**src/sv/cmt_pkg.sv**
```systemverilog
package cmt_pkg;

    localparam int MAX_MODES   = 64;
    localparam int DIMENSIONS  = 2;

    localparam int COORD_W     = 16;
    localparam int RADIUS_W    = 34;
    localparam int CLUSTER_W   = 6;
    localparam logic [RADIUS_W-1:0] RADIUS_RESET = RADIUS_W'(65536);

    localparam int INDEX_W     = (MAX_MODES > 1) ? $clog2(MAX_MODES) : 1;
    localparam int COUNT_W     = $clog2(MAX_MODES + 1);
    localparam int DIFF_W      = COORD_W + 1;
    localparam int SQ_W        = 2 * DIFF_W;
    localparam int SUM_W       = SQ_W + $clog2(DIMENSIONS);

    // One point or one stored mode, coordinate d in slice d
    typedef logic [DIMENSIONS-1:0][COORD_W-1:0] point_t;

    typedef logic [SQ_W-1:0] sq_t;

    // Tag of an entry travelling down the compare pipeline
    typedef struct packed {
        logic               valid;
        logic [INDEX_W-1:0] idx;
    } lane_t;

    typedef enum logic [1:0] {
        ST_IDLE,
        ST_SCAN,
        ST_EMIT
    } state_t;

    typedef enum logic [1:0] {
        RES_MATCH,
        RES_NEW,
        RES_FULL,
        RES_CLEAR
    } res_kind_t;

    // Index masked or zero extended to the width of the result field
    function automatic logic [CLUSTER_W-1:0] to_cluster(input logic [INDEX_W-1:0] idx);
        logic [INDEX_W+CLUSTER_W-1:0] wide;
        wide = {{CLUSTER_W{1'b0}}, idx};
        return wide[CLUSTER_W-1:0];
    endfunction

endpackage

```
**src/sv/cmt_ifs.sv**
```systemverilog
interface cmt_point_if;
    logic                             valid;
    logic                             ready;
    logic                             mode;
    logic signed [cmt_pkg::COORD_W-1:0] coord_0;
    logic signed [cmt_pkg::COORD_W-1:0] coord_1;

    modport source (output valid, mode, coord_0, coord_1, input ready);
    modport sink   (input valid, mode, coord_0, coord_1, output ready);
endinterface

interface cmt_result_if;
    logic                               valid;
    logic                               ready;
    logic signed [cmt_pkg::COORD_W-1:0] mode_coord_0;
    logic signed [cmt_pkg::COORD_W-1:0] mode_coord_1;
    logic [cmt_pkg::CLUSTER_W-1:0]      cluster_index;
    logic                               new_cluster;
    logic                               table_full;

    modport source (output valid, mode_coord_0, mode_coord_1, cluster_index,
                    new_cluster, table_full, input ready);
    modport sink   (input valid, mode_coord_0, mode_coord_1, cluster_index,
                    new_cluster, table_full, output ready);
endinterface

interface cmt_cfg_if;
    logic                          valid;
    logic                          ready;
    logic [cmt_pkg::RADIUS_W-1:0]  radius_squared;

    modport source (output valid, radius_squared, input ready);
    modport sink   (input valid, radius_squared, output ready);
endinterface

```
**src/sv/cmt_ram.sv**
```systemverilog
module cmt_ram #(
    parameter int WIDTH = 32,
    parameter int DEPTH = 64
) (
    input  logic                                  clk,
    input  logic                                  we,
    input  logic [(DEPTH > 1 ? $clog2(DEPTH) : 1)-1:0] waddr,
    input  logic [WIDTH-1:0]                      wdata,
    input  logic [(DEPTH > 1 ? $clog2(DEPTH) : 1)-1:0] raddr,
    output logic [WIDTH-1:0]                      rdata
);

    logic [WIDTH-1:0] mem [DEPTH];

    always_ff @(posedge clk)
    begin
        if (we)
        begin
            mem[waddr] <= wdata;
        end
        rdata <= mem[raddr];
    end

endmodule

```
**src/sv/cmt_dist.sv**
```systemverilog
module cmt_dist (
    input  logic                              clk,
    input  logic                              rst_n,
    input  cmt_pkg::lane_t                    lane_in,
    input  cmt_pkg::point_t                   entry_in,
    input  cmt_pkg::point_t                   point,
    input  logic [cmt_pkg::RADIUS_W-1:0]      radius,
    output cmt_pkg::lane_t                    lane_out,
    output cmt_pkg::point_t                   entry_out,
    output logic                              match
);

    cmt_pkg::lane_t  lane_reg;
    cmt_pkg::point_t entry_reg;
    cmt_pkg::sq_t    sq_reg   [cmt_pkg::DIMENSIONS];
    cmt_pkg::sq_t    sq_next  [cmt_pkg::DIMENSIONS];

    logic signed [cmt_pkg::DIFF_W-1:0] diff [cmt_pkg::DIMENSIONS];
    logic signed [cmt_pkg::SQ_W-1:0]   prod [cmt_pkg::DIMENSIONS];
    logic [cmt_pkg::SUM_W-1:0]         sum;

    // One squarer per coordinate, registered before the sum
    always_comb
    begin
        for (int d = 0; d < cmt_pkg::DIMENSIONS; d++)
        begin
            diff[d]    = $signed({point[d][cmt_pkg::COORD_W-1], point[d]})
                       - $signed({entry_in[d][cmt_pkg::COORD_W-1], entry_in[d]});
            prod[d]    = diff[d] * diff[d];
            sq_next[d] = $unsigned(prod[d]);
        end
    end

    always_ff @(posedge clk or negedge rst_n)
    begin
        if (!rst_n)
        begin
            lane_reg.valid <= 1'b0;
            lane_reg.idx   <= '0;
        end
        else
        begin
            lane_reg <= lane_in;
        end
    end

    always_ff @(posedge clk)
    begin
        entry_reg <= entry_in;
        for (int d = 0; d < cmt_pkg::DIMENSIONS; d++)
        begin
            sq_reg[d] <= sq_next[d];
        end
    end

    always_comb
    begin
        sum = '0;
        for (int d = 0; d < cmt_pkg::DIMENSIONS; d++)
        begin
            sum = sum + cmt_pkg::SUM_W'(sq_reg[d]);
        end
    end

    // A distance equal to the radius still counts as a match
    assign match     = lane_reg.valid && (sum <= cmt_pkg::SUM_W'(radius));
    assign lane_out  = lane_reg;
    assign entry_out = entry_reg;

endmodule

```
**src/sv/cluster_mode_table.sv**
```systemverilog
// Leader-style cluster assignment over a table of up to MAX_MODES modes held in
// one synchronous RAM. An assign item walks the stored modes in index order, one
// RAM read per cycle into a two-stage squared-distance pipeline; the first mode
// within radius_squared is returned with its index. With no match the point is
// appended as a new mode, or flagged table_full when the table is full. The
// block returns to idle as the result is registered and then takes the next
// item. One item is worked on at a time; a new item is taken while the
// previous result waits in the output register. Write radius_squared only
// while the block is idle.
module cluster_mode_table (
    input  logic          clk,
    input  logic          rst_n,
    cmt_point_if.sink     point,
    cmt_result_if.source  result,
    cmt_cfg_if.sink       cfg
);

    cmt_pkg::state_t     state_reg, state_next;
    logic [cmt_pkg::RADIUS_W-1:0] radius_reg;
    logic [cmt_pkg::COUNT_W-1:0]  count_reg, count_next;
    logic [cmt_pkg::COUNT_W-1:0]  issue_reg, issue_next;
    cmt_pkg::lane_t      p1_reg, p1_next;

    cmt_pkg::point_t     pt_reg, pt_next;
    cmt_pkg::res_kind_t  kind_reg, kind_next;
    cmt_pkg::point_t     res_coord_reg, res_coord_next;
    logic [cmt_pkg::INDEX_W-1:0] res_idx_reg, res_idx_next;

    logic                out_valid_reg, out_valid_next;
    cmt_pkg::point_t     out_coord_reg, out_coord_next;
    logic [cmt_pkg::CLUSTER_W-1:0] out_idx_reg, out_idx_next;
    logic                out_new_reg, out_new_next;
    logic                out_full_reg, out_full_next;

    logic                accept;
    logic                issue;
    logic                scan_end;
    logic                out_free;
    logic                emit;
    logic                ram_we;
    logic                match;
    cmt_pkg::point_t     ram_rdata;
    cmt_pkg::lane_t      lane_in;
    cmt_pkg::lane_t      lane_out;
    cmt_pkg::point_t     entry_out;

    assign accept   = point.valid && point.ready;
    assign out_free = !out_valid_reg || result.ready;
    assign scan_end = (issue_reg == count_reg) && !p1_reg.valid && !lane_out.valid;

    cmt_ram #(
        .WIDTH ($bits(cmt_pkg::point_t)),
        .DEPTH (cmt_pkg::MAX_MODES)
    ) u_store (
        .clk   (clk),
        .we    (ram_we),
        .waddr (count_reg[cmt_pkg::INDEX_W-1:0]),
        .wdata (pt_reg),
        .raddr (issue_reg[cmt_pkg::INDEX_W-1:0]),
        .rdata (ram_rdata)
    );

    cmt_dist u_dist (
        .clk       (clk),
        .rst_n     (rst_n),
        .lane_in   (lane_in),
        .entry_in  (ram_rdata),
        .point     (pt_reg),
        .radius    (radius_reg),
        .lane_out  (lane_out),
        .entry_out (entry_out),
        .match     (match)
    );

    // Next state
    always_comb
    begin
        state_next = state_reg;
        case (state_reg)
            cmt_pkg::ST_IDLE:
            begin
                if (accept)
                begin
                    state_next = point.mode ? cmt_pkg::ST_EMIT : cmt_pkg::ST_SCAN;
                end
            end
            cmt_pkg::ST_SCAN:
            begin
                if (match || scan_end)
                begin
                    state_next = cmt_pkg::ST_EMIT;
                end
            end
            cmt_pkg::ST_EMIT:
            begin
                if (out_free)
                begin
                    state_next = cmt_pkg::ST_IDLE;
                end
            end
            default:
            begin
                state_next = cmt_pkg::ST_IDLE;
            end
        endcase
    end

    // Outputs of the state machine
    always_comb
    begin
        point.ready = 1'b0;
        issue       = 1'b0;
        emit        = 1'b0;
        case (state_reg)
            cmt_pkg::ST_IDLE:
            begin
                point.ready = 1'b1;
            end
            cmt_pkg::ST_SCAN:
            begin
                issue = (issue_reg != count_reg) && !match;
            end
            cmt_pkg::ST_EMIT:
            begin
                emit = out_free;
            end
            default:
            begin
                point.ready = 1'b0;
            end
        endcase
    end

    assign ram_we = emit && (kind_reg == cmt_pkg::RES_NEW);

    // Lanes behind a match are dropped
    always_comb
    begin
        p1_next.valid = issue;
        p1_next.idx   = issue_reg[cmt_pkg::INDEX_W-1:0];
        lane_in.valid = p1_reg.valid && (state_reg == cmt_pkg::ST_SCAN) && !match;
        lane_in.idx   = p1_reg.idx;
    end

    // Datapath
    always_comb
    begin
        count_next     = count_reg;
        issue_next     = issue_reg;
        pt_next        = pt_reg;
        kind_next      = kind_reg;
        res_coord_next = res_coord_reg;
        res_idx_next   = res_idx_reg;
        out_valid_next = out_valid_reg;
        out_coord_next = out_coord_reg;
        out_idx_next   = out_idx_reg;
        out_new_next   = out_new_reg;
        out_full_next  = out_full_reg;

        if (out_valid_reg && result.ready)
        begin
            out_valid_next = 1'b0;
        end

        if (accept)
        begin
            issue_next = '0;
            pt_next[0] = point.coord_0;
            if (cmt_pkg::DIMENSIONS > 1)
            begin
                pt_next[cmt_pkg::DIMENSIONS-1] = point.coord_1;
            end
            if (point.mode)
            begin
                kind_next      = cmt_pkg::RES_CLEAR;
                res_coord_next = '0;
                res_idx_next   = '0;
            end
        end

        if (issue)
        begin
            issue_next = issue_reg + 1'b1;
        end

        if (state_reg == cmt_pkg::ST_SCAN)
        begin
            if (match)
            begin
                kind_next      = cmt_pkg::RES_MATCH;
                res_coord_next = entry_out;
                res_idx_next   = lane_out.idx;
            end
            else if (scan_end)
            begin
                res_coord_next = pt_reg;
                if (count_reg < cmt_pkg::COUNT_W'(cmt_pkg::MAX_MODES))
                begin
                    kind_next    = cmt_pkg::RES_NEW;
                    res_idx_next = count_reg[cmt_pkg::INDEX_W-1:0];
                end
                else
                begin
                    kind_next    = cmt_pkg::RES_FULL;
                    res_idx_next = '0;
                end
            end
        end

        if (emit)
        begin
            out_valid_next = 1'b1;
            out_coord_next = res_coord_reg;
            out_idx_next   = cmt_pkg::to_cluster(res_idx_reg);
            out_new_next   = (kind_reg == cmt_pkg::RES_NEW);
            out_full_next  = (kind_reg == cmt_pkg::RES_FULL);
            if (kind_reg == cmt_pkg::RES_CLEAR)
            begin
                count_next = '0;
            end
            else if (kind_reg == cmt_pkg::RES_NEW)
            begin
                count_next = count_reg + 1'b1;
            end
        end
    end

    always_ff @(posedge clk or negedge rst_n)
    begin
        if (!rst_n)
        begin
            state_reg     <= cmt_pkg::ST_IDLE;
            radius_reg    <= cmt_pkg::RADIUS_RESET;
            count_reg     <= '0;
            issue_reg     <= '0;
            p1_reg.valid  <= 1'b0;
            p1_reg.idx    <= '0;
            out_valid_reg <= 1'b0;
        end
        else
        begin
            state_reg     <= state_next;
            count_reg     <= count_next;
            issue_reg     <= issue_next;
            p1_reg        <= p1_next;
            out_valid_reg <= out_valid_next;
            if (cfg.valid && cfg.ready)
            begin
                radius_reg <= cfg.radius_squared;
            end
        end
    end

    always_ff @(posedge clk)
    begin
        pt_reg        <= pt_next;
        kind_reg      <= kind_next;
        res_coord_reg <= res_coord_next;
        res_idx_reg   <= res_idx_next;
        out_coord_reg <= out_coord_next;
        out_idx_reg   <= out_idx_next;
        out_new_reg   <= out_new_next;
        out_full_reg  <= out_full_next;
    end

    assign cfg.ready            = 1'b1;
    assign result.valid         = out_valid_reg;
    assign result.mode_coord_0  = out_coord_reg[0];
    assign result.mode_coord_1  = out_coord_reg[cmt_pkg::DIMENSIONS-1];
    assign result.cluster_index = out_idx_reg;
    assign result.new_cluster   = out_new_reg;
    assign result.table_full    = out_full_reg;

endmodule

```
**src/flat_wrapper.sv**
```systemverilog
// flat-port wrapper written by rule: the top's interface ports become plain ports
module cluster_mode_table_flat 
  (clk, rst_n, point_valid, point_mode, point_coord_0, point_coord_1, point_ready, result_valid, result_mode_coord_0, result_mode_coord_1, result_cluster_index, result_new_cluster, result_table_full, result_ready, cfg_valid, cfg_radius_squared, cfg_ready);
  cmt_point_if point_i ();
  cmt_result_if result_i ();
  cmt_cfg_if cfg_i ();
  input  logic clk;
  input  logic rst_n;
  input wire logic [$bits(point_i.valid)-1:0] point_valid;
  input wire logic [$bits(point_i.mode)-1:0] point_mode;
  input wire logic [$bits(point_i.coord_0)-1:0] point_coord_0;
  input wire logic [$bits(point_i.coord_1)-1:0] point_coord_1;
  output wire logic [$bits(point_i.ready)-1:0] point_ready;
  output wire logic [$bits(result_i.valid)-1:0] result_valid;
  output wire logic [$bits(result_i.mode_coord_0)-1:0] result_mode_coord_0;
  output wire logic [$bits(result_i.mode_coord_1)-1:0] result_mode_coord_1;
  output wire logic [$bits(result_i.cluster_index)-1:0] result_cluster_index;
  output wire logic [$bits(result_i.new_cluster)-1:0] result_new_cluster;
  output wire logic [$bits(result_i.table_full)-1:0] result_table_full;
  input wire logic [$bits(result_i.ready)-1:0] result_ready;
  input wire logic [$bits(cfg_i.valid)-1:0] cfg_valid;
  input wire logic [$bits(cfg_i.radius_squared)-1:0] cfg_radius_squared;
  output wire logic [$bits(cfg_i.ready)-1:0] cfg_ready;
  assign point_i.valid = point_valid;
  assign point_i.mode = point_mode;
  assign point_i.coord_0 = point_coord_0;
  assign point_i.coord_1 = point_coord_1;
  assign point_ready = point_i.ready;
  assign result_valid = result_i.valid;
  assign result_mode_coord_0 = result_i.mode_coord_0;
  assign result_mode_coord_1 = result_i.mode_coord_1;
  assign result_cluster_index = result_i.cluster_index;
  assign result_new_cluster = result_i.new_cluster;
  assign result_table_full = result_i.table_full;
  assign result_i.ready = result_ready;
  assign cfg_i.valid = cfg_valid;
  assign cfg_i.radius_squared = cfg_radius_squared;
  assign cfg_ready = cfg_i.ready;
  cluster_mode_table u_core (.clk(clk), .rst_n(rst_n), .point(point_i), .result(result_i), .cfg(cfg_i));
endmodule
```
**config.mk**
```make
export PLATFORM = sky130hd
export DESIGN_NAME = cluster_mode_table_flat
export DESIGN_NICKNAME = d
export VERILOG_FILES = /design/src/sv/cmt_pkg.sv /design/src/sv/cmt_ifs.sv /design/src/sv/cmt_ram.sv /design/src/sv/cmt_dist.sv /design/src/sv/cluster_mode_table.sv /design/src/flat_wrapper.sv
export SDC_FILE = /design/constraint.sdc
export NUM_CORES = 2
export LEC_CHECK = 0
export ABC_CLOCK_PERIOD_IN_PS = 10100
export BUFFER_PORTS_ARGS = -buffer_cell sky130_fd_sc_hd__buf_4
export CELL_PAD_IN_SITES_DETAIL_PLACEMENT = 2
export CELL_PAD_IN_SITES_GLOBAL_PLACEMENT = 2
export CORE_MARGIN = 2
export CORE_UTILIZATION = 49
export CTS_CLUSTER_DIAMETER = 50
export DETAILED_ROUTE_END_ITERATION = 7
export PLACE_DENSITY = 0.8
export REMOVE_ABC_BUFFERS = 1
export SETUP_SLACK_MARGIN = 0.05
export SYNTH_ARGS = -nofsm -noshare
export SYNTH_HDL_FRONTEND = slang
export SYNTH_SLANG_ARGS = --single-unit
```
**constraint.sdc**
```tcl
create_clock -name clk -period 10.1 [get_ports clk]
set_clock_uncertainty 0.2 [all_clocks]
set_input_delay 0.505 -clock clk [delete_from_list [all_inputs] [get_ports clk]]
set_output_delay 0.505 -clock clk [all_outputs]
set_load 0.1 [all_outputs]
```
==> impl_metrics.yaml, run 1 <==
synthesis:
  yosys_warnings: 0
  synth_cells: 6285
  synth.distinct_cells: 77
  syn_area_per_cell_sq_um: 17.5
  synth_top_area_share_pct: 58.0
  synth-edff-count: 2120
  synthTopCellsByArea: "edfxtp_1 (58%), mux4_2 (14%), fa_1 (9.9%)"
  yosys.area.top_type: "edfxtp_1"
  syn-cell-area_sq_mm: 0.110
  synth_seq_cells: 2355
  synthFlopType: "edfxtp_1"
  async_flop_share_pct: 2.76
  ys_seq_area_share_pct: 62.6
cts:
  postCtsSetupBuffers: 1
  cts_buffers: 287
  cts_hold_buf: 124
  cts-root-buf: "clkbuf_16"
  htreeDepth: 5
  clk_path_buf_depth: 4
  cts_resized: 8
  clock-sinks: 2355
die:
  die_height_microns: 477
  die-width_microns: 477
  ios: 115
  rows: 173
  start_util_pct: 49.3
placed_design:
  finalWeightedCongestion: 0.845
  dp_slack_ns: 0.0683
  dp_hpwl_mm: 245
  portBuffers: 113
run_status:
  outcome: "stopped before the end"
  haltStage: "clock tree synthesis"
  stop_error: "[ERROR DPL-0033] detailed placement checks failed during check placement."
-- cells in the mapped netlist (all sizes together), types with 33 or more instances --
cell type	number
xor2	39
buf	105
nor3	33
fa	544
mux4	666
clkbuf	147
inv	750
edfxtp	2120
dfrtp	64
a21o	44
nor2	311
nand3	44
ha	266
xnor2	96
o21ai	121
dfxtp	170
nand2	281
a21oi	170
o22ai	34
-- per-stage QoR --
stage | cells | TNS (ns) | hold WS [ns] | cell area, sq um
floorplan | 6033 | -919.18 | 0.00941 | 109000
global placement | 9310 | 0 | 0.133 | 115000
detailed placement | 9310 | 0 | 0.139 | 115000
-- cell families after synthesis --
| logic type | synth area share [%] |
|---|---|
| XOR/XNOR | 1.08 |
| AND/OR/NAND/NOR | 3.02 |
| AO/OA/AOI/OAI | 2.93 |
| multiplexers | 13.8 |
| flip-flops | 62.6 |
| adder cells (fa/ha/maj) | 13.0 |
| buffers and inverters | 3.54 |
| other | 0.00342 |
==> run 2: changes to the inputs <==
CELL_PAD_IN_SITES_DETAIL_PLACEMENT = not set   (was 2)
CELL_PAD_IN_SITES_GLOBAL_PLACEMENT = not set   (was 2)
CORE_UTILIZATION = 38   (was 49)
CTS_CLUSTER_DIAMETER = not set   (was 50)
PLACE_DENSITY = not set   (was 0.8)
PLACE_DENSITY_LB_ADDON = 0.15   (was not set)
SETUP_SLACK_MARGIN = not set   (was 0.05)
==> run 2 against run 1 <==
Net effect:
- the flow now finishes without violations
- synthesized cell count is the same
- area after synthesis unchanged
==> impl_metrics.yaml, run 2 <==
run_status:
  outcome: "completed"
cts:
  cts_buffers: 266
  cts_tree: "built"
  htreeDepth: 5
  cts-root-buf: "clkbuf_16"
  postCtsSetupBuffers: 0
  clock_latency_ns: 0.84
  clk_path_buf_depth: 4
  clock-sinks: 2355
  clk_pin_slew_ns: 0.06
die:
  die_height_microns: 541
  die_area_sq_mm: 0.293
  core_area_sq_mm: 0.288
  ios: 115
  start_util_pct: 38.1
  rows: 197
  die-width_microns: 541
synthesis:
  ys_seq_area_share_pct: 62.6
  yosys.cell_count.top_type: "edfxtp_1"
  yosys.area.top_type: "edfxtp_1"
  syn-cell-area_sq_mm: 0.110
  synthTopCellsByArea: "edfxtp_1 (58%), mux4_2 (14%), fa_1 (9.9%)"
  syn_area_per_cell_sq_um: 17.5
  yosys-top-cells-count: "edfxtp_1 (2120), inv_1 (745), mux4_2 (666)"
  synth_cells: 6285
  synth.distinct_cells: 77
  synthFlopType: "edfxtp_1"
  synth-edff-count: 2120
  async_flop_share_pct: 2.76
  yosys_warnings: 0
  synth_seq_cells: 2355
  synth_top_area_share_pct: 58.0
sta:
  rsz0062_at_grt: "no"
  worstMarginPinSlew_ns: 1.19
  fin_crit_ns: 9.27
  hold_violations: 0
  fin_setup_tns_ns: 0
  relSlewSlack_pct: 20.1
  slew_viol_final: 0
  min_period_over_period_pct: 91.8
  fmax_ghz: 0.108
  holdWs_ns: 0.0527
  worst_slack_ns: 0.833
  final-setup-viol-count: 0
placed_design:
  dp_hpwl_mm: 186
  dp_slack_ns: 0.518
  finalWeightedCongestion: 0.852
  portBuffers: 113
  dpl_cell_area_sq_mm: 0.116
min_path:
  min_from: "cfg_valid"
  min_to: "u_core.radius_reg[28]"
  hp-class: "input port to register"
  hold_depth: 3
routing:
  drt-initial-drc-count: 5344
  viasPerCell: 5.36
  highest_layer: "met5"
  dr_wl_met3_mm: 19.8
  vias: 57200
  firstDrtPassIters: 5
  ant_nets: 0
  post_drt_wl_per_cell_microns: 28.0
  met2_length_mm: 141
  wl_met1_mm: 131
  drc_errors: 0
  routed_wl_mm: 299
layout:
  syn2layout_area_growth_pct: 14.4
  fill_cells: 25200
  regArea_sq_mm: 0.0687
  largest_reg_flops: 2048
  drive_gt1_share_pct: 20.8
  final_common_cell: "edfxtp_1"
  multiInputGateArea_sq_mm: 0.0376
  most-common-layout-cells: "edfxtp_1 (2120), inv_1 (744), mux4_2 (666), fa_1 (544), buf_4 (290)"
  nets: 7583
  final_area_sq_mm: 0.125
critical_path:
  slowest_delay_ns: 0.87
  r2r_cells: 28
  regToRegEndpoint: "u_core.u_dist.sq_reg[0][67]"
  cp_slowest_cell: "fa_1"
  r2r_slack_ns: 0.83
  critical_path_class: "register to register"
  cp-start-kind: "register"
  cp_max_fo: 11
  cp.required_ns: 10.56
  r2r_start: "u_core.pt_reg[16]"
  critPathMostFrequentCell: "fa_1"
  cp-startpoint: "u_core.pt_reg[16]"
  cp.arrival_ns: 9.73
  cp-end-kind: "register"
global_route:
  grt_usage_pct: 20.4
  grt_pass1_vias: 60200
  grt.overflow.total: 0
  grt_antenna_before_repair: 40
  grt_pass1_wl_mm: 429
  grt_max_degree: 134
job:
  cap_violations: 0
## run 2: cell counts after synthesis
No cell type changed its count.
## run 2: layer usage
metal | vias up | global-route usage (%)
li1 | 24300 | -
met1 | 30800 | 29.0
met2 | 1734 | 32.6
met3 | 411 | 3.75
met4 | 2 | 5.11
met5 | - | 0
## run 2: worst max-delay path by stage
| stage | to | slack [ns] | cells past startpoint |
|---|---|---|---|
| 6_report | u_core.u_dist.sq_reg[0][67] | 0.83 | 28 |
| 5_1_grt | u_core.u_dist.sq_reg[0][67] | 0.15 | 28 |
| 4_1_cts | u_core.u_dist.sq_reg[0][67] | 0.46 | 33 |
| 3_5_place_dp | u_core.u_dist.sq_reg[0][67] | 0.52 | 33 |
| 3_3_place_gp | u_core.u_dist.sq_reg[0][67] | 0.53 | 33 |
| 2_1_floorplan | u_core.kind_reg[0] | -11.22 | 6 |
## run 2: area by class of cell
type,count,area share [%]
Tap cell,3781,3.77
Timing Repair Buffer,400,2.69
Inverter,755,2.26
Clock inverter,123,0.822
Clock buffer,333,5.66
Antenna cell,5,0.00998
Sequential cell,2355,54.8
Multi-Input combinational cell,2923,30.0
## run 2: what timing repair did
item                                    in CTS  in global routing
gates resized for setup                      0                  3
hold buffers                               101                  0
hold endpoints to repair                   135                  0
endpoints found under the setup margin       0                  4
## run 2: kinds of logic (layout without fill, tap and decap cells)
kind of cell | count (synthesis) | count (layout) | share of synthesized area (%)
multiplexers | 682 | 682 | 13.8
AO/OA/AOI/OAI | 517 | 517 | 2.93
adder cells (fa/ha/maj) | 810 | 810 | 13.0
flip-flops | 2355 | 2355 | 62.6
other | 1 | 6 | 0.00342
AND/OR/NAND/NOR | 778 | 778 | 3.02
XOR/XNOR | 135 | 135 | 1.08
buffers and inverters | 1007 | 1611 | 3.54
## run 2: worst max-delay path: cells and delay by family, from the launching register on
kind,cells,cell delay (ns)
fa+ha+maj,9,4.23
compound gates,13,2.97
simple gates,3,0.62
buf+inv,2,0.47
xor+xnor,1,0.08
flops,1,0.48
## run 2: stage by stage
| stage | utilization, % | std cells |
|---|---|---|
| finish | 43.6 | 10700 |
| global route | 43.6 | 10700 |
| CTS | 43.6 | 10700 |
| detailed placement | 40.4 | 10100 |
| global placement | 40.4 | 10100 |
| floorplan | - | 6033 |
Power of run 2 is not shown: default switching activity piles up to over one toggle a cycle in this logic, so the estimate is an artifact.
